===== src/rtl/acahc_pkg.sv =====
// Package with the types, constants and threshold function of the hysteresis comparator.
package acahc_pkg;

    localparam int SAMPLE_BITS = 10;
    localparam int RATIO_BITS  = 11;
    localparam int RATIO_SHIFT = 10;
    localparam int TICKS_BITS  = 16;
    localparam int COUNT_BITS  = 17;
    localparam int CFG_IDX_BITS = 2;
    localparam int PROD_BITS   = SAMPLE_BITS + RATIO_BITS;
    localparam int SUM_BITS    = SAMPLE_BITS + 2;

    localparam logic [SAMPLE_BITS-1:0] SAMPLE_MAX = {SAMPLE_BITS{1'b1}};

    localparam logic [TICKS_BITS-1:0] LEARN_TICKS_RST = TICKS_BITS'(5000);
    localparam logic [RATIO_BITS-1:0] LOW_RATIO_RST   = RATIO_BITS'(307);
    localparam logic [RATIO_BITS-1:0] HIGH_RATIO_RST  = RATIO_BITS'(717);

    // Configuration register indexes.
    typedef enum logic [CFG_IDX_BITS-1:0] {
        CFG_LEARN_TICKS = 2'd0,
        CFG_LOW_RATIO   = 2'd1,
        CFG_HIGH_RATIO  = 2'd2
    } t_cfg_idx;

    // Item kinds carried in the action field.
    localparam logic ACT_SAMPLE = 1'b0;
    localparam logic ACT_TICK   = 1'b1;

    typedef struct packed {
        logic                   action;
        logic [SAMPLE_BITS-1:0] sample_ch0;
        logic [SAMPLE_BITS-1:0] sample_ch1;
    } t_in_req;

    typedef struct packed {
        logic level_ch0;
        logic level_ch1;
        logic learning;
    } t_out_req;

    // Per-lane control from the sequencing logic in the top level.
    typedef struct packed {
        logic smp_en;
        logic fix;
        logic learning;
    } t_lane_ctl;

    // Threshold = base + truncated (range * ratio) / 1024, saturated to the sample range.
    function automatic logic [SAMPLE_BITS-1:0] scale_thr(
        input logic [SAMPLE_BITS-1:0] base,
        input logic [SAMPLE_BITS-1:0] range,
        input logic [RATIO_BITS-1:0]  ratio
    );
        logic [PROD_BITS-1:0] prod;
        logic [SUM_BITS-1:0]  sum;
        prod = PROD_BITS'(range) * PROD_BITS'(ratio);
        sum  = SUM_BITS'(base) + SUM_BITS'(prod >> RATIO_SHIFT);
        if (sum > SUM_BITS'(SAMPLE_MAX)) begin
            return SAMPLE_MAX;
        end
        return sum[SAMPLE_BITS-1:0];
    endfunction

endpackage


===== src/rtl/acahc_lane.sv =====
// One channel lane: extreme tracking, threshold computation and Schmitt trigger.
module acahc_lane
    import acahc_pkg::*;
(
    input  logic                   i_clk,
    input  logic                   i_rst_n,
    input  t_lane_ctl              i_ctl,
    input  logic [SAMPLE_BITS-1:0] i_sample,
    input  logic [RATIO_BITS-1:0]  i_low_ratio,
    input  logic [RATIO_BITS-1:0]  i_high_ratio,
    output logic                   o_level
);

    logic [SAMPLE_BITS-1:0] r_min, n_min;
    logic [SAMPLE_BITS-1:0] r_max, n_max;
    logic [SAMPLE_BITS-1:0] r_thr_lo, n_thr_lo;
    logic [SAMPLE_BITS-1:0] r_thr_hi, n_thr_hi;
    logic                   r_level, n_level;
    logic [SAMPLE_BITS-1:0] range;

    // A channel that saw no sample has max below min; its range counts as zero.
    assign range = (r_max >= r_min) ? (r_max - r_min) : '0;

    // Next-state logic for extremes, thresholds and the output level.
    always_comb begin
        n_min    = r_min;
        n_max    = r_max;
        n_thr_lo = r_thr_lo;
        n_thr_hi = r_thr_hi;
        n_level  = r_level;
        if (i_ctl.fix) begin
            n_thr_lo = scale_thr(r_min, range, i_low_ratio);
            n_thr_hi = scale_thr(r_min, range, i_high_ratio);
        end
        if (i_ctl.smp_en) begin
            if (i_ctl.learning) begin
                if (i_sample > r_max) n_max = i_sample;
                if (i_sample < r_min) n_min = i_sample;
            end else if (i_sample >= r_thr_hi) begin
                n_level = 1'b1;
            end else if (i_sample <= r_thr_lo) begin
                n_level = 1'b0;
            end
        end
    end

    // Lane state registers.
    always_ff @(posedge i_clk) begin
        if (!i_rst_n) begin
            r_min    <= SAMPLE_MAX;
            r_max    <= '0;
            r_thr_lo <= '0;
            r_thr_hi <= '0;
            r_level  <= 1'b0;
        end else begin
            r_min    <= n_min;
            r_max    <= n_max;
            r_thr_lo <= n_thr_lo;
            r_thr_hi <= n_thr_hi;
            r_level  <= n_level;
        end
    end

    // The level after the current request goes to the merging stage.
    assign o_level = n_level;

endmodule


===== src/rtl/acahc_merge.sv =====
// Merging stage: gathers the lane levels into a result and buffers it with a skid register.
module acahc_merge
    import acahc_pkg::*;
(
    input  logic     i_clk,
    input  logic     i_rst_n,
    input  logic     i_push,
    input  logic     i_level_ch0,
    input  logic     i_level_ch1,
    input  logic     i_learning,
    output logic     o_full,
    output logic     o_out_valid,
    input  logic     i_out_stall,
    output t_out_req o_out_data
);

    t_out_req r_main, n_main;
    t_out_req r_skid, n_skid;
    logic     r_main_vld, n_main_vld;
    logic     r_skid_vld, n_skid_vld;
    t_out_req res;
    logic     pop;

    assign res = '{level_ch0: i_level_ch0, level_ch1: i_level_ch1, learning: i_learning};
    assign pop = r_main_vld && !i_out_stall;

    // Main register feeds the port; the skid register catches a request
    // that arrives while the main one is held.
    always_comb begin
        n_main     = r_main;
        n_skid     = r_skid;
        n_main_vld = r_main_vld;
        n_skid_vld = r_skid_vld;
        if (pop) begin
            n_main_vld = r_skid_vld;
            n_main     = r_skid;
            n_skid_vld = 1'b0;
        end
        if (i_push) begin
            if (!r_main_vld || pop) begin
                n_main     = res;
                n_main_vld = 1'b1;
            end else begin
                n_skid     = res;
                n_skid_vld = 1'b1;
            end
        end
    end

    // Valid flags are reset; payloads are not.
    always_ff @(posedge i_clk) begin
        if (!i_rst_n) begin
            r_main_vld <= 1'b0;
            r_skid_vld <= 1'b0;
        end else begin
            r_main_vld <= n_main_vld;
            r_skid_vld <= n_skid_vld;
        end
    end

    always_ff @(posedge i_clk) begin
        r_main <= n_main;
        r_skid <= n_skid;
    end

    assign o_full      = r_skid_vld;
    assign o_out_valid = r_main_vld;
    assign o_out_data  = r_main;

endmodule


===== src/rtl/auto_calibrating_hysteresis_comparator.sv =====
// Top level of the two-channel auto-calibrating hysteresis comparator.
//
// Input channel (i_in_valid / o_in_stall / i_in_data): each request is either
// a sample pair (action 0) or a one-millisecond tick (action 1). A request is
// taken at a clock edge with i_in_valid high and o_in_stall low.
// Output channel (o_out_valid / i_out_stall / o_out_data): exactly one result
// per request, in order, holding both channel levels and the learning flag.
// Configuration channel (i_cfg_valid / o_cfg_ready): index 0 learn_ticks,
// 1 low_ratio, 2 high_ratio; o_cfg_ready is always high. Write only when idle.
// A taken request's result enters the output register, or the skid register
// if the output is held. Throughput: one request per cycle while o_in_stall
// is low; both lanes and the tick counter update in the cycle it is taken.
// When the receiver stalls, results collect in the output register and one
// skid register; o_in_stall rises once both are occupied.
// Synchronous reset restores the register defaults, restarts learning and
// empties the output buffer.
module auto_calibrating_hysteresis_comparator
    import acahc_pkg::*;
(
    input  logic                    i_clk,
    input  logic                    i_rst_n,
    input  logic                    i_in_valid,
    output logic                    o_in_stall,
    input  t_in_req                 i_in_data,
    output logic                    o_out_valid,
    input  logic                    i_out_stall,
    output t_out_req                o_out_data,
    input  logic                    i_cfg_valid,
    output logic                    o_cfg_ready,
    input  logic [CFG_IDX_BITS-1:0] i_cfg_index,
    input  logic [TICKS_BITS-1:0]   i_cfg_data
);

    logic [TICKS_BITS-1:0] r_learn_ticks;
    logic [RATIO_BITS-1:0] r_low_ratio;
    logic [RATIO_BITS-1:0] r_high_ratio;
    logic [COUNT_BITS-1:0] r_tick_cnt, n_tick_cnt;
    logic                  r_learning, n_learning;
    logic                  accept;
    logic                  tick;
    logic                  fix;
    logic                  full;
    logic                  level_ch0;
    logic                  level_ch1;
    t_lane_ctl             lane_ctl;

    assign o_cfg_ready = 1'b1;
    assign o_in_stall  = full;
    assign accept      = i_in_valid && !full;
    assign tick        = accept && (i_in_data.action == ACT_TICK);

    // Configuration registers.
    always_ff @(posedge i_clk) begin
        if (!i_rst_n) begin
            r_learn_ticks <= LEARN_TICKS_RST;
            r_low_ratio   <= LOW_RATIO_RST;
            r_high_ratio  <= HIGH_RATIO_RST;
        end else if (i_cfg_valid) begin
            unique case (t_cfg_idx'(i_cfg_index))
                CFG_LEARN_TICKS: r_learn_ticks <= i_cfg_data;
                CFG_LOW_RATIO:   r_low_ratio   <= i_cfg_data[RATIO_BITS-1:0];
                CFG_HIGH_RATIO:  r_high_ratio  <= i_cfg_data[RATIO_BITS-1:0];
                default: ;
            endcase
        end
    end

    // Tick counting; thresholds are fixed on the tick that passes learn_ticks.
    always_comb begin
        n_tick_cnt = r_tick_cnt;
        n_learning = r_learning;
        fix        = 1'b0;
        if (tick && r_learning) begin
            n_tick_cnt = r_tick_cnt + COUNT_BITS'(1);
            if (n_tick_cnt > COUNT_BITS'(r_learn_ticks)) begin
                fix        = 1'b1;
                n_learning = 1'b0;
            end
        end
    end

    always_ff @(posedge i_clk) begin
        if (!i_rst_n) begin
            r_tick_cnt <= '0;
            r_learning <= 1'b1;
        end else begin
            r_tick_cnt <= n_tick_cnt;
            r_learning <= n_learning;
        end
    end

    assign lane_ctl = '{
        smp_en:   accept && (i_in_data.action == ACT_SAMPLE),
        fix:      fix,
        learning: r_learning
    };

    // One lane per channel.
    acahc_lane u_lane0 (
        .i_clk        (i_clk),
        .i_rst_n      (i_rst_n),
        .i_ctl        (lane_ctl),
        .i_sample     (i_in_data.sample_ch0),
        .i_low_ratio  (r_low_ratio),
        .i_high_ratio (r_high_ratio),
        .o_level      (level_ch0)
    );

    acahc_lane u_lane1 (
        .i_clk        (i_clk),
        .i_rst_n      (i_rst_n),
        .i_ctl        (lane_ctl),
        .i_sample     (i_in_data.sample_ch1),
        .i_low_ratio  (r_low_ratio),
        .i_high_ratio (r_high_ratio),
        .o_level      (level_ch1)
    );

    // Result assembly and output buffering.
    acahc_merge u_merge (
        .i_clk       (i_clk),
        .i_rst_n     (i_rst_n),
        .i_push      (accept),
        .i_level_ch0 (level_ch0),
        .i_level_ch1 (level_ch1),
        .i_learning  (n_learning),
        .o_full      (full),
        .o_out_valid (o_out_valid),
        .i_out_stall (i_out_stall),
        .o_out_data  (o_out_data)
    );

endmodule


===== config.mk =====
export PLATFORM = sky130hd
export DESIGN_NAME = auto_calibrating_hysteresis_comparator
export DESIGN_NICKNAME = d
export VERILOG_FILES = /design/src/rtl/acahc_pkg.sv /design/src/rtl/acahc_lane.sv /design/src/rtl/acahc_merge.sv /design/src/rtl/auto_calibrating_hysteresis_comparator.sv
export SDC_FILE = /design/constraint.sdc
export NUM_CORES = 1
export LEC_CHECK = 0
export BUFFER_PORTS_ARGS = -buffer_cell sky130_fd_sc_hd__buf_2
export CAP_MARGIN = 20
export CELL_PAD_IN_SITES_DETAIL_PLACEMENT = 0
export CELL_PAD_IN_SITES_GLOBAL_PLACEMENT = 1
export CORE_MARGIN = 1.5
export CORE_UTILIZATION = 46
export CTS_CLUSTER_DIAMETER = 120
export DETAILED_ROUTE_END_ITERATION = 8
export PLACE_DENSITY = 0.9
export SYNTH_ARGS = -nofsm -noshare
export SYNTH_HDL_FRONTEND = slang
export SYNTH_HIERARCHICAL = 1
export SYNTH_SLANG_ARGS = --single-unit

===== constraint.sdc =====
create_clock -name i_clk -period 8.8 [get_ports i_clk]
set_clock_uncertainty 0.05 [all_clocks]
set_input_delay 1.32 -clock i_clk [delete_from_list [all_inputs] [get_ports i_clk]]
set_output_delay 1.32 -clock i_clk [all_outputs]
set_load 0.1 [all_outputs]

==> impl_summary.md, run 1 <==
Run status
The run finished with clean final reports.

Detailed routing
The first-pass iteration count of the detailed router is 5. The wire length reported by the detailed router is 66800 µm. The detail route stage leaves a number of antenna-violating nets equal to 0. The total via count in the routed design is 20742.

Dividing the detail-routed wire length by the instance count gives 17.8 µm. The first routing iteration left 1259 violations. The detailed-route vias per instance is 5.52. The DRC violation count after routing is 0.

Synthesis
The Yosys step of the flow raised 6 warnings. The average cell area after synthesis is 8.56 µm². Synthesis instantiated 91 different standard cells from the library. In this run the cell area of the synthesized design comes to 24600 µm². The number of synthesized flops with an enable pin is 3. In this run, synthesis produced a sequential element count of 146.

The number of nets in the synthesized netlist is 3581. Of the post-synthesis cell area, the dominant cell type holds 0.229. The prevailing post-synth register cell is sky130_fd_sc_hd__dfxtp_1. Ranked by total cell area, the synthesized netlist is headed by sky130_fd_sc_hd__fa_1, sky130_fd_sc_hd__ha_1, sky130_fd_sc_hd__dfxtp_1.

The post-synthesis sequential area ratio is 0.120. Counting every instance in the synthesized netlist gives 2880. Of all flip-flops after synthesis, the portion carrying an async set or reset was 0. The cell type with the largest total area after synthesis is sky130_fd_sc_hd__fa_1.

Setup path
The largest stage delay on the critical path is 570 ps. The worst setup path is launched from a flip-flop. The slowest stage of the critical path belongs to the cell sky130_fd_sc_hd__fa_1. The top fanout value on the critical path is 8. At the worst endpoint, the required time is 9090 ps. The classification of the worst setup path is reg2reg. Among the stages of the critical path, the cell type that occurs most often is sky130_fd_sc_hd__fa_1.

The worst path arrival time is 8970 ps. The worst setup slack for register-to-register paths is 110 ps. STA classifies the critical path endpoint as a flip-flop.

Timing
The max-slew violation count is 0. Summed over all failing endpoints, the final setup total negative slack is 0 ps. Headroom to the max-slew limit came out at 0.304. The number of endpoints with negative hold slack in the final report is 0. The peak clock frequency supported by timing is 115 MHz. Hold is met by 422 ps. The transition time at the pin with the least slew margin is 1040 ps. The routed design could run at a clock period as short as 8690 ps. After layout, the worst setup slack is 112 ps. The final-report setup violation count is 0. The final clock period utilization by the worst path is 0.987. Setup repair after global routing could not meet its margin everywhere.

Final layout
The fraction of final layout cells with drive strength greater than 1 is 0.156. 0 antenna diodes ended up in the layout. Once layout is done, the placed cells without fillers occupy 28300 µm².

From synthesis to final layout, the design area changed by 14.9%. The library cell used most frequently in the layout, excluding fill and tap cells, is sky130_fd_sc_hd__inv_1. The core utilization of the finished layout is 0.537. The final cell count without fillers is 3758.

After the last flow step, the layout net total stands at 3758. After filler insertion, the fill cell instance count of the layout stands at 4767. Leaving out fill and tap cells, the most frequent cells in the layout are sky130_fd_sc_hd__inv_1, sky130_fd_sc_hd__ha_1, sky130_fd_sc_hd__nand2_1.

Clock network
The tree built by TritonCTS fans out to 146 sinks. The clock-pin slew on the worst setup and hold paths is 70 ps. The clock tree from TritonCTS is built.

The clock tree synthesis step divided the H-tree into 4 levels. The clock insertion delay at the later pin of the skew report is 480 ps. TritonCTS created 17 clock buffers.

The longest clock path from root to sink contains 2 buffers. The cell chosen for the clock root is sky130_fd_sc_hd__clkbuf_16.

Power
Internal power comes to 1.23 mW. The sequential power share is 0.380. Summed over all nets, the switching power comes to 0.646 mW. Of the total power, the share spent switching nets is 0.344. The static leakage is 14.8 nW.

The power density over cell area is 66.4 nW/µm². Power comes to 1.88 mW. Of the total power, the clock network draws 0.389.

The share of total power dissipated in combinational logic is 0.232. The peak supply drop is 0.150 mV.

Global routing
For this run the aggregate overflow at the end of global routing stands at 0. The global-route total usage across every layer is 0.247. The initial antenna violation count is 0. The via count of the first global-routing pass came to 21440. The largest net degree at the start of global routing is 111. The first global-routing pass estimated 107000 µm of wire.

Placed design
Timing analysis after detailed placement gives a worst setup slack of -300 ps. The number of port buffers is 48. The instance area at placement is 26800 µm².

Once placement completed, the tool counted placed cells totaling 3691. The placed wire-length estimate is 52100 µm. Routability-driven placement finished with a final weighted congestion of 0.896.

Flow run
The number of max-cap violations is 0.

Floorplanning
The number of rows created at floorplan is 84. The core footprint is 52800 µm². The starting density of the core is 0.467. The die boundary height is 234 µm.

The die is 234 µm wide. The area of the die is 55000 µm². 50 I/O pins were placed.

Worst hold path
The worst hold path belongs to the class reg2reg.
[per-layer routing]
metal	up-vias	routed length [µm]	part of all wire	global-route usage
met1	10276	27800	0.42	0.301
met3	154	2800	0.042	0.0309
met4	0	2960	0.044	0.113
li1	9820	-	-	-
met2	492	33200	0.50	0.432
met5	-	0	0	0
[Yosys cell counts, drive strengths merged, types with 42 or more instances]
cell,n
a21o,58
a21oi,96
and2,231
buf,45
clkbuf,84
dfxtp,143
fa,282
ha,375
inv,409
nand2,342
nand3,46
nand4,42
nor2,78
nor2b,66
nor3,43
o21ai,109
xnor2,61
[power groups by stage]
stage	Clock [mW]	Sequential (mW)	Combinational, mW
floorplan	0	0.736	0.238
global placement	0	0.727	0.392
detailed placement	0	0.728	0.406
CTS	0.747	0.713	0.413
global route	0.768	0.717	0.475
finish	0.731	0.714	0.435
[path summary, 6_finish.rpt]
path	from	to	cells after the start
worst max-delay path	u_lane1/r_max[0]	u_lane1/r_thr_lo[2]	36
worst min-delay path	r_learn_ticks[6]	r_learn_ticks[6]	2
worst max register to register	u_lane1/r_max[0]	u_lane1/r_thr_lo[2]	36
worst min register to register	r_learn_ticks[6]	r_learn_ticks[6]	2
[flip-flops by register name (all words and copies together) (netlist names), named ones only]
signal,cells
u_lane1/r_thr_hi,10
r_low_ratio,11
u_lane0/r_min,10
u_lane1/r_max,10
u_lane0/r_max,10
u_lane1/r_min,10
r_tick_cnt,17
u_merge/o_out_data,3
u_lane1/r_thr_lo,10
u_lane0/r_thr_hi,10
r_high_ratio,11
u_merge/o_out_valid,1
u_merge/r_skid,3
u_lane1/r_level,1
r_learn_ticks,16
u_lane0/r_thr_lo,10
r_learning,1
u_lane0/r_level,1
[cell type report]
type                    count  area (µm²)  area share
repair buffers            287        2190      0.0774
clock inverters            14         136     0.00482
well taps                 688         861      0.0304
multi-input cells        2196       20200       0.713
flip-flops and latches    146        2960       0.105
inverters                 409        1540      0.0542
clock buffers              18         429      0.0152
[cell families (layout without fill, tap and decap cells)]
family / count (synthesis) / after routing / share of synthesized area
and+or+nand+nor: 948 / 948 / 0.201
other: 1 / 1 / 0.000152
buffers and inverters: 539 / 728 / 0.0856
adders and majority gates: 657 / 657 / 0.420
AOI/OAI and AO/OA: 449 / 449 / 0.122
DFF: 146 / 146 / 0.120
muxes: 38 / 39 / 0.0158
xor gates and xnor gates: 102 / 102 / 0.0363
[critical path: cells and delay by family, from the launching register on]
| kind | cells | cell delay [ps] |
|---|---|---|
| AOI/OAI and AO/OA | 12 | 2540 |
| DFF | 1 | 330 |
| and+or+nand+nor | 4 | 490 |
| muxes | 1 | 200 |
| adders and majority gates | 9 | 3650 |
| buffers and inverters | 9 | 970 |
| xor gates and xnor gates | 1 | 290 |
[what timing repair did]
item                       in CTS  in global routing
cloned                          1                  3
pin swaps                      22                 73
buffers inserted                7                 24
resized for setup              32                119
hold buffers                    0                  0
setup endpoints to repair      39                 40
Note: power is estimated with default switching activity, not from simulation.
==> inputs of run 2 (changes only) <==
--- a/config.mk
+++ b/config.mk
@@ -10,10 +10,10 @@
 export CELL_PAD_IN_SITES_DETAIL_PLACEMENT = 0
 export CELL_PAD_IN_SITES_GLOBAL_PLACEMENT = 1
 export CORE_MARGIN = 1.5
-export CORE_UTILIZATION = 46
+export CORE_UTILIZATION = 30
 export CTS_CLUSTER_DIAMETER = 120
 export DETAILED_ROUTE_END_ITERATION = 8
-export PLACE_DENSITY = 0.9
+export PLACE_DENSITY = 0.67
 export SYNTH_ARGS = -nofsm -noshare
 export SYNTH_HDL_FRONTEND = slang
 export SYNTH_HIERARCHICAL = 1
==> run 2 against run 1 <==
Fmax is 1.3% higher. Non-clock buffer count is 22 higher. Combinational power is 3% higher. Highest routed layer unchanged. Largest cell class unchanged. Critical endpoint is now u_lane1/r_thr_hi[0].
==> impl_summary.md, run 2 (synthesis results as in run 1) <==
Global routing
The initial antenna violation count is 1 (+1). The global-route total usage across every layer is 0.168 (-0.0787). The largest net degree at the start of global routing is 96 (-14%). The wire length of the first global-routing pass is 110000 µm (+2.5%). The via count of the first global-routing pass is 20210 (-5.7%). The total congestion overflow is 0 (unchanged).

Setup path
The largest stage delay on the critical path was 480 ps (-90 ps). The startpoint kind of the worst setup timing path is a flip-flop. The worst-case reg-to-reg path depth is 40 (+11%). The classification of the worst setup path is reg2reg. The worst register-to-register path ends at u_lane1/r_thr_hi[0].

The critical path starts at u_lane1/r_max[0]. The top fanout value on the critical path was 8 (unchanged). The endpoint kind of the worst setup timing path is a flip-flop. In this run the worst setup path terminates at u_lane1/r_thr_hi[0]. The slowest cell on the critical path is sky130_fd_sc_hd__fa_1.

The worst setup slack for register-to-register paths was 220 ps (+110 ps). The data required time of the critical path came to 9170 ps (+80 ps). The startpoint of the worst register-to-register path is u_lane1/r_max[0]. The worst path arrival time is 8950 ps (-20 ps).

Clock network
The cts-stage hold buffer count is 0 (unchanged). The cell chosen for the clock root is sky130_fd_sc_hd__clkbuf_16. The clock tree from TritonCTS is built. The clock insertion delay at the later pin of the skew report is 490 ps (about the same). The clock-pin slew on the worst setup and hold paths came to 70 ps (about the same). The number of buffers between clock root and the deepest sink is 2 (unchanged). The number of H-tree levels was 4 (unchanged). The clock sink count came to 146 (unchanged).

The number of buffers inserted during clock tree synthesis is 17 (unchanged).

Floorplanning
The die width was 290 µm (+24%). The core footprint is 80900 µm² (+53%). The starting density of the core was 0.304 (-0.163).

The top-level I/O count is 50 (unchanged). The number of rows created at floorplan is 104 (+24%). The die boundary height came to 290 µm (+24%). The area of the die is 83900 µm² (+53%).

Timing
The total negative slack is 0 ps (unchanged). The transition time at the pin with the least slew margin came to 1090 ps (+49.2 ps). Setup repair after global routing could not meet its margin everywhere. The worst slew margin relative to its limit is 0.272 (-0.0328). The final hold slack is 418 ps (-3.73 ps). The peak clock frequency supported by timing is 117 MHz (+1.3%). The shortest clock period the worst path allows after layout was 8580 ps (-111 ps). The number of endpoints with negative hold slack in the final report came to 0 (unchanged).

The max-slew violation count came to 0 (unchanged). The least setup slack across all paths after layout is 223 ps (+111 ps). The final-report setup violation count came to 0 (unchanged). The final clock period utilization by the worst path is 0.975 (-0.0126).

Power
The overall power after layout was 2.01 mW (+6.9%). The power density over cell area was 69.0 nW/µm² (+3.8%). The peak supply drop is 0.103 mV (-32%). The static leakage was 15.0 nW (+1.4%).

Final layout
The library cells used most frequently in the layout, excluding fill and tap cells, are sky130_fd_sc_hd__inv_1, sky130_fd_sc_hd__ha_1, sky130_fd_sc_hd__nand2_1. The number of flip-flops in the largest register came to 17 (unchanged). The commonest non-fill, non-tap cell in the layout is sky130_fd_sc_hd__inv_1. The final cell count without fillers is 4154 (+11%).

From synthesis to final layout, the design area changed by 18.3%. The fraction of final layout cells with drive strength greater than 1 was 0.165 (+0.00886). In the final layout, the registers with the most flip-flops are r_tick_cnt: 17 flops, r_learn_ticks: 16 flops. The number of nets in the layout was 3781 (+0.61%). The register containing the most flip-flops in the final layout is r_tick_cnt.

Worst hold path
The worst hold path cell count is 2 (unchanged). The classification of the worst-slack hold path is reg2reg.

Detailed routing
The total via count in the routed design was 20065 (-3.3%). The detailed-route vias per instance is 4.83 (-12%). The number of DRC markers after the initial detailed-route iteration was 759 (-40%).

The post-route antenna net violation count is 0 (unchanged). The first-pass iteration count of the detailed router is 5 (unchanged). The average routed wire per standard cell is 16.6 µm (-6.8%). The DRC violation count after routing is 0 (unchanged).

The wire length reported by the detailed router is 68800 µm (+3.0%).

Run status
The run finished with clean final reports.

Placed design
The number of cells after detailed placement is 4074 (+10%). The final RePlAce weighted congestion is 0.820 (-8.6%). The placed wire-length estimate is 54600 µm (+4.9%). The number of port buffers is 48 (unchanged). The setup slack at placement is -317 ps (-16.9 ps).

Flow run
The number of max-cap violations is 0 (unchanged).
-- run 2: cell types whose count changed in the layout (fill, tap and decap cells not counted), moves of 4 or more --
cell	previous run	this run
sky130_fd_sc_hd__and2_1	226	222
sky130_fd_sc_hd__a21oi_2	29	25
sky130_fd_sc_hd__nor2_1	68	72
sky130_fd_sc_hd__buf_4	218	240
-- run 2: timing repair --
action,4_1_cts,5_1_grt
gates cloned,1,4
pin swaps,15,104
gates resized for setup,25,143
buffers inserted,4,39
setup endpoints to repair,35,40
hold endpoints to repair,0,0
-- run 2: how the worst min path moves through the flow --
stage	endpoint	startpoint	slack, ps
after detailed placement	r_learn_ticks[11]	r_learn_ticks[11]	410
after floorplan	r_learn_ticks[15]	r_learn_ticks[15]	390
after global placement	r_learn_ticks[6]	r_learn_ticks[6]	400
final	r_learn_ticks[11]	r_learn_ticks[11]	420
after global routing	r_learn_ticks[2]	r_learn_ticks[2]	440
after CTS	r_learn_ticks[11]	r_learn_ticks[11]	420
-- run 2: report_power, final --
part	internal [mW]	total [mW]	switching, mW
logic	0.185	0.450	0.265
registers	0.685	0.715	0.0308
clock network	0.501	0.844	0.343
total	1.37	2.01	0.638
-- run 2: worst max-delay path, delay by kind of cell, from the launching register on --
family | cells | cell delay (ps)
adders and majority gates | 9 | 3070
xor gates and xnor gates | 1 | 170
buffers and inverters | 10 | 930
AOI/OAI and AO/OA | 15 | 3140
muxes | 1 | 320
DFF | 1 | 330
and+or+nand+nor | 4 | 500
-- run 2: layout make-up --
cell class,instances,area (µm²)
Multi-Input combinational cell,2197,20300
Antenna cell,1,2.50
Sequential cell,146,2960
Inverter,409,1540
Clock inverter,10,154
Clock buffer,22,507
Tap cell,1060,1330
Timing Repair Buffer,309,2350
Fill cell,8546,51800
-- run 2: routing by layer --
| metal | part of all wire | GRT usage | wire, µm | up-vias |
|---|---|---|---|---|
| li1 | - | - | - | 9868 |
| met1 | 0.46 | 0.223 | 31800 | 9892 |
| met2 | 0.48 | 0.281 | 33200 | 234 |
| met3 | 0.028 | 0.0222 | 1930 | 71 |
| met4 | 0.028 | 0.0539 | 1900 | 0 |
| met5 | 0 | 0 | 0 | - |
-- run 2: stage by stage --
stage               utilization  area (µm²)
global placement          0.338       27400
detailed placement        0.338       27400
CTS                       0.348       28200
global route              0.360       29100
finish                    0.360       29100
floorplan                     -       24700
==> inputs of run 3 (changes only) <==
--- a/config.mk
+++ b/config.mk
@@ -13,7 +13,7 @@
 export CORE_UTILIZATION = 30
 export CTS_CLUSTER_DIAMETER = 120
 export DETAILED_ROUTE_END_ITERATION = 8
-export PLACE_DENSITY = 0.67
+export PLACE_DENSITY = 0.65
 export SYNTH_ARGS = -nofsm -noshare
 export SYNTH_HDL_FRONTEND = slang
 export SYNTH_HIERARCHICAL = 1
==> constraint.sdc (replaced) <==
create_clock -name i_clk -period 10.5 [get_ports i_clk]
set_clock_uncertainty 0.05 [all_clocks]
set_input_delay 1.575 -clock i_clk [delete_from_list [all_inputs] [get_ports i_clk]]
set_output_delay 1.575 -clock i_clk [all_outputs]
set_load 0.1 [all_outputs]
==> run 3 against run 2 <==
Cell count decreased by 4.9%. Die area is the same. Cell area fell by 8.2%. Clock-buffer cell count shrank 3. Largest cell class unchanged.
==> impl_summary.md, run 3 (synthesis results as in run 1) <==
Global routing
The wire length of the first global-routing pass is 107000 µm (-2.3%). The global-route total usage across every layer came to 0.165 (-0.00311). The busiest layer in global routing is met2. The global-route met1 utilization is 0.219 (-0.00411). The total congestion overflow is 0 (unchanged). The largest net degree at the start of global routing is 80 (-17%). The global-route met3 utilization was 0.0200 (-0.00220).

The initial antenna violation count is 1 (unchanged). The via count of the first global-routing pass is 19341 (-4.3%). The global routing met2 resource utilization was 0.275 (-0.00573).

Setup path
The worst-case reg-to-reg path depth is 35 (-13%). The classification of the worst setup path is reg2reg. The most common cell type on the critical path is sky130_fd_sc_hd__fa_1. The top fanout value on the critical path is 9 (+1). The worst setup slack for register-to-register paths is 710 ps (+490 ps). The worst path arrival time is 10110 ps (+1160 ps). The reg-to-reg critical path endpoint is u_lane1/r_thr_hi[8].

The number of buffers and inverters on the critical path is 6 (-4). The startpoint of the worst register-to-register path is u_lane1/r_min[1]. The slowest cell on the critical path is sky130_fd_sc_hd__fa_1.

The largest stage delay on the critical path is 530 ps (+50 ps). The endpoint kind of the worst setup timing path is a flip-flop. The startpoint kind of the worst setup timing path is a flip-flop.

The top cell family by delay on the critical path is adder cells. The data required time of the critical path is 10820 ps (+1650 ps).

Timing
The shortest clock period the worst path allows after layout is 9790 ps (+1210 ps). The number of endpoints with negative hold slack in the final report is 0 (unchanged). The worst slew margin relative to its limit came to 0.277 (+0.00579).

The peak clock frequency supported by timing is 102 MHz (-12%). The transition time at the pin with the least slew margin is 1080 ps (-11.2 ps). The final clock period utilization by the worst path is 0.932 (-0.0423). The least setup slack across all paths after layout came to 710 ps (+487 ps). The max-slew violation count is 0 (unchanged).

Setup repair after global routing left no endpoint under its margin. The total negative slack came to 0 ps (unchanged). The final hold slack was 417 ps (-0.608 ps).

The final-report setup violation count is 0 (unchanged).

Floorplanning
The starting density of the core is 0.304 (unchanged). The core footprint is 80900 µm² (unchanged). The die width is 290 µm (unchanged). The die boundary height is 290 µm (unchanged).

The number of rows created at floorplan came to 104 (unchanged). The top-level I/O count is 50 (unchanged). The area of the die was 83900 µm² (unchanged).

Clock network
TritonCTS built the clock tree. The cts-stage hold buffer count came to 0 (unchanged). The number of buffers inserted during clock tree synthesis is 17 (unchanged). The cell chosen for the clock root is sky130_fd_sc_hd__clkbuf_16. The clock insertion delay at the later pin of the skew report was 490 ps (about the same). The number of H-tree levels is 4 (unchanged). The number of buffers between clock root and the deepest sink is 2 (unchanged).

The clock sink count was 146 (unchanged). The clock-pin slew on the worst setup and hold paths was 70 ps (about the same).

Detailed routing
The DRC violation count after routing is 0 (unchanged). The total via count in the routed design is 19070 (-5.0%). The number of DRC markers after the initial detailed-route iteration is 946 (+25%). The wire length reported by the detailed router was 66700 µm (-3.1%). The post-route antenna net violation count is 0 (unchanged). The detailed-route vias per instance is 4.83 (about the same). The first-pass iteration count of the detailed router is 5 (unchanged). The average routed wire per standard cell is 16.9 µm (+2.0%).

Worst hold path
The path with the worst hold slack has its endpoint at r_learn_ticks[4]. The hold path startpoint is r_learn_ticks[4]. The classification of the worst-slack hold path is reg2reg. The worst hold path cell count was 2 (unchanged).

Placed design
The number of port buffers was 48 (unchanged). The placed wire-length estimate is 52700 µm (-3.5%). The setup slack at placement is 538 ps (+855 ps). The final RePlAce weighted congestion is 0.827 (+0.90%). The number of cells after detailed placement is 3913 (-4.0%).

Final layout
The fraction of final layout cells with drive strength greater than 1 is 0.0692 (-0.0960). The largest registers in the layout are r_tick_cnt: 17 flops, r_learn_ticks: 16 flops. The commonest non-fill, non-tap cell in the layout is sky130_fd_sc_hd__inv_1. The area of the multi-input gates is 19700 µm² (-3.1%).

The sequential cell area is 2950 µm² (-0.25%). The final cell count without fillers is 3949 (-4.9%). The antenna diode instance count was 0 (-1). The number of nets in the layout came to 3577 (-5.4%). The area overhead of the layout relative to synthesis is 8.52%. Counting flops per register, the top entry is r_tick_cnt. The number of filler instances in the final layout came to 8689 (+1.7%). The number of flip-flops in the largest register is 17 (unchanged). In the layout the commonest cells are sky130_fd_sc_hd__inv_1, sky130_fd_sc_hd__ha_1, sky130_fd_sc_hd__nand2_1.

Power
The power density over cell area is 57.5 nW/µm² (-17%). The peak supply drop is 0.0874 mV (-15%). The static leakage is 13.8 nW (-7.7%).

Run status
The flow ran to the end, and the final reports show no timing, DRC or antenna violations.

Flow run
The number of max-cap violations is 0 (unchanged).
run 3: cell count changes in the layout (fill, tap and decap cells not counted), moves of 11 or more:
cell	before	now
sky130_fd_sc_hd__a21oi_2	25	12
sky130_fd_sc_hd__o21ai_0	75	87
sky130_fd_sc_hd__ha_4	15	0
sky130_fd_sc_hd__buf_4	240	59
sky130_fd_sc_hd__buf_6	14	1
sky130_fd_sc_hd__o21ai_2	13	2
sky130_fd_sc_hd__a21oi_1	69	84
sky130_fd_sc_hd__ha_1	358	375
run 3: report_power, final:
| part | switching [mW] | total (mW) | internal [mW] |
|---|---|---|---|
| clock network | 0.302 | 0.619 | 0.317 |
| logic | 0.204 | 0.317 | 0.114 |
| registers | 0.0272 | 0.601 | 0.573 |
| total | 0.533 | 1.54 | 1.00 |
run 3: worst register-to-register path, delay by kind of cell, from the launching register on:
| family | cells | cell delay [ps] |
|---|---|---|
| buffers and inverters | 6 | 570 |
| DFF | 1 | 460 |
| adders and majority gates | 8 | 3500 |
| muxes | 1 | 330 |
| and+or+nand+nor | 6 | 1330 |
| xor gates and xnor gates | 1 | 200 |
| AOI/OAI and AO/OA | 13 | 3210 |
run 3: layout make-up:
class / instances / share of cell area
multi-input combinational: 2195 / 0.736
sequential: 146 / 0.110
inverter: 409 / 0.0574
tap: 1060 / 0.0496
timing repair buffer: 107 / 0.0258
clock buffer: 19 / 0.0166
clock inverter: 13 / 0.00459
run 3: repair_timing:
| item | in CTS | in global routing |
|---|---|---|
| gates resized for setup | 0 | 5 |
| buffers inserted | 0 | 4 |
| endpoints found under the setup margin | 0 | 26 |
| endpoints found under the hold margin | 0 | 0 |
run 3: routing by layer:
metal	wire, µm	share of wire	vias up
met5	0	0	-
met4	1750	0.026	0
met3	1910	0.029	74
met2	31700	0.48	294
met1	31300	0.47	9244
li1	-	-	9458
run 3: through the flow:
stage,utilization,instance area (µm²),power (mW)
after global routing,0.330,26700,1.61
after floorplan,-,24600,0.816
after detailed placement,0.323,26100,0.931
after global placement,0.322,26100,0.931
after CTS,0.330,26700,1.56
final,0.330,26700,1.54
run 3: worst max path at each step:
| stage | start | endpoint | slack [ps] | cells after the start |
|---|---|---|---|---|
| 2_1_floorplan | u_lane0/r_min[1] | u_lane0/r_thr_lo[0] | 1450 | 37 |
| 4_1_cts | u_lane1/r_min[1] | u_lane1/r_thr_hi[8] | 490 | 36 |
| 6_report | u_lane1/r_min[1] | u_lane1/r_thr_hi[8] | 710 | 35 |
| 3_3_place_gp | u_lane1/r_min[1] | u_lane1/r_thr_hi[0] | 570 | 36 |
| 3_5_place_dp | u_lane1/r_min[1] | u_lane1/r_thr_hi[8] | 540 | 36 |
| 5_1_grt | u_lane1/r_min[1] | u_lane1/r_thr_lo[4] | 70 | 36 |
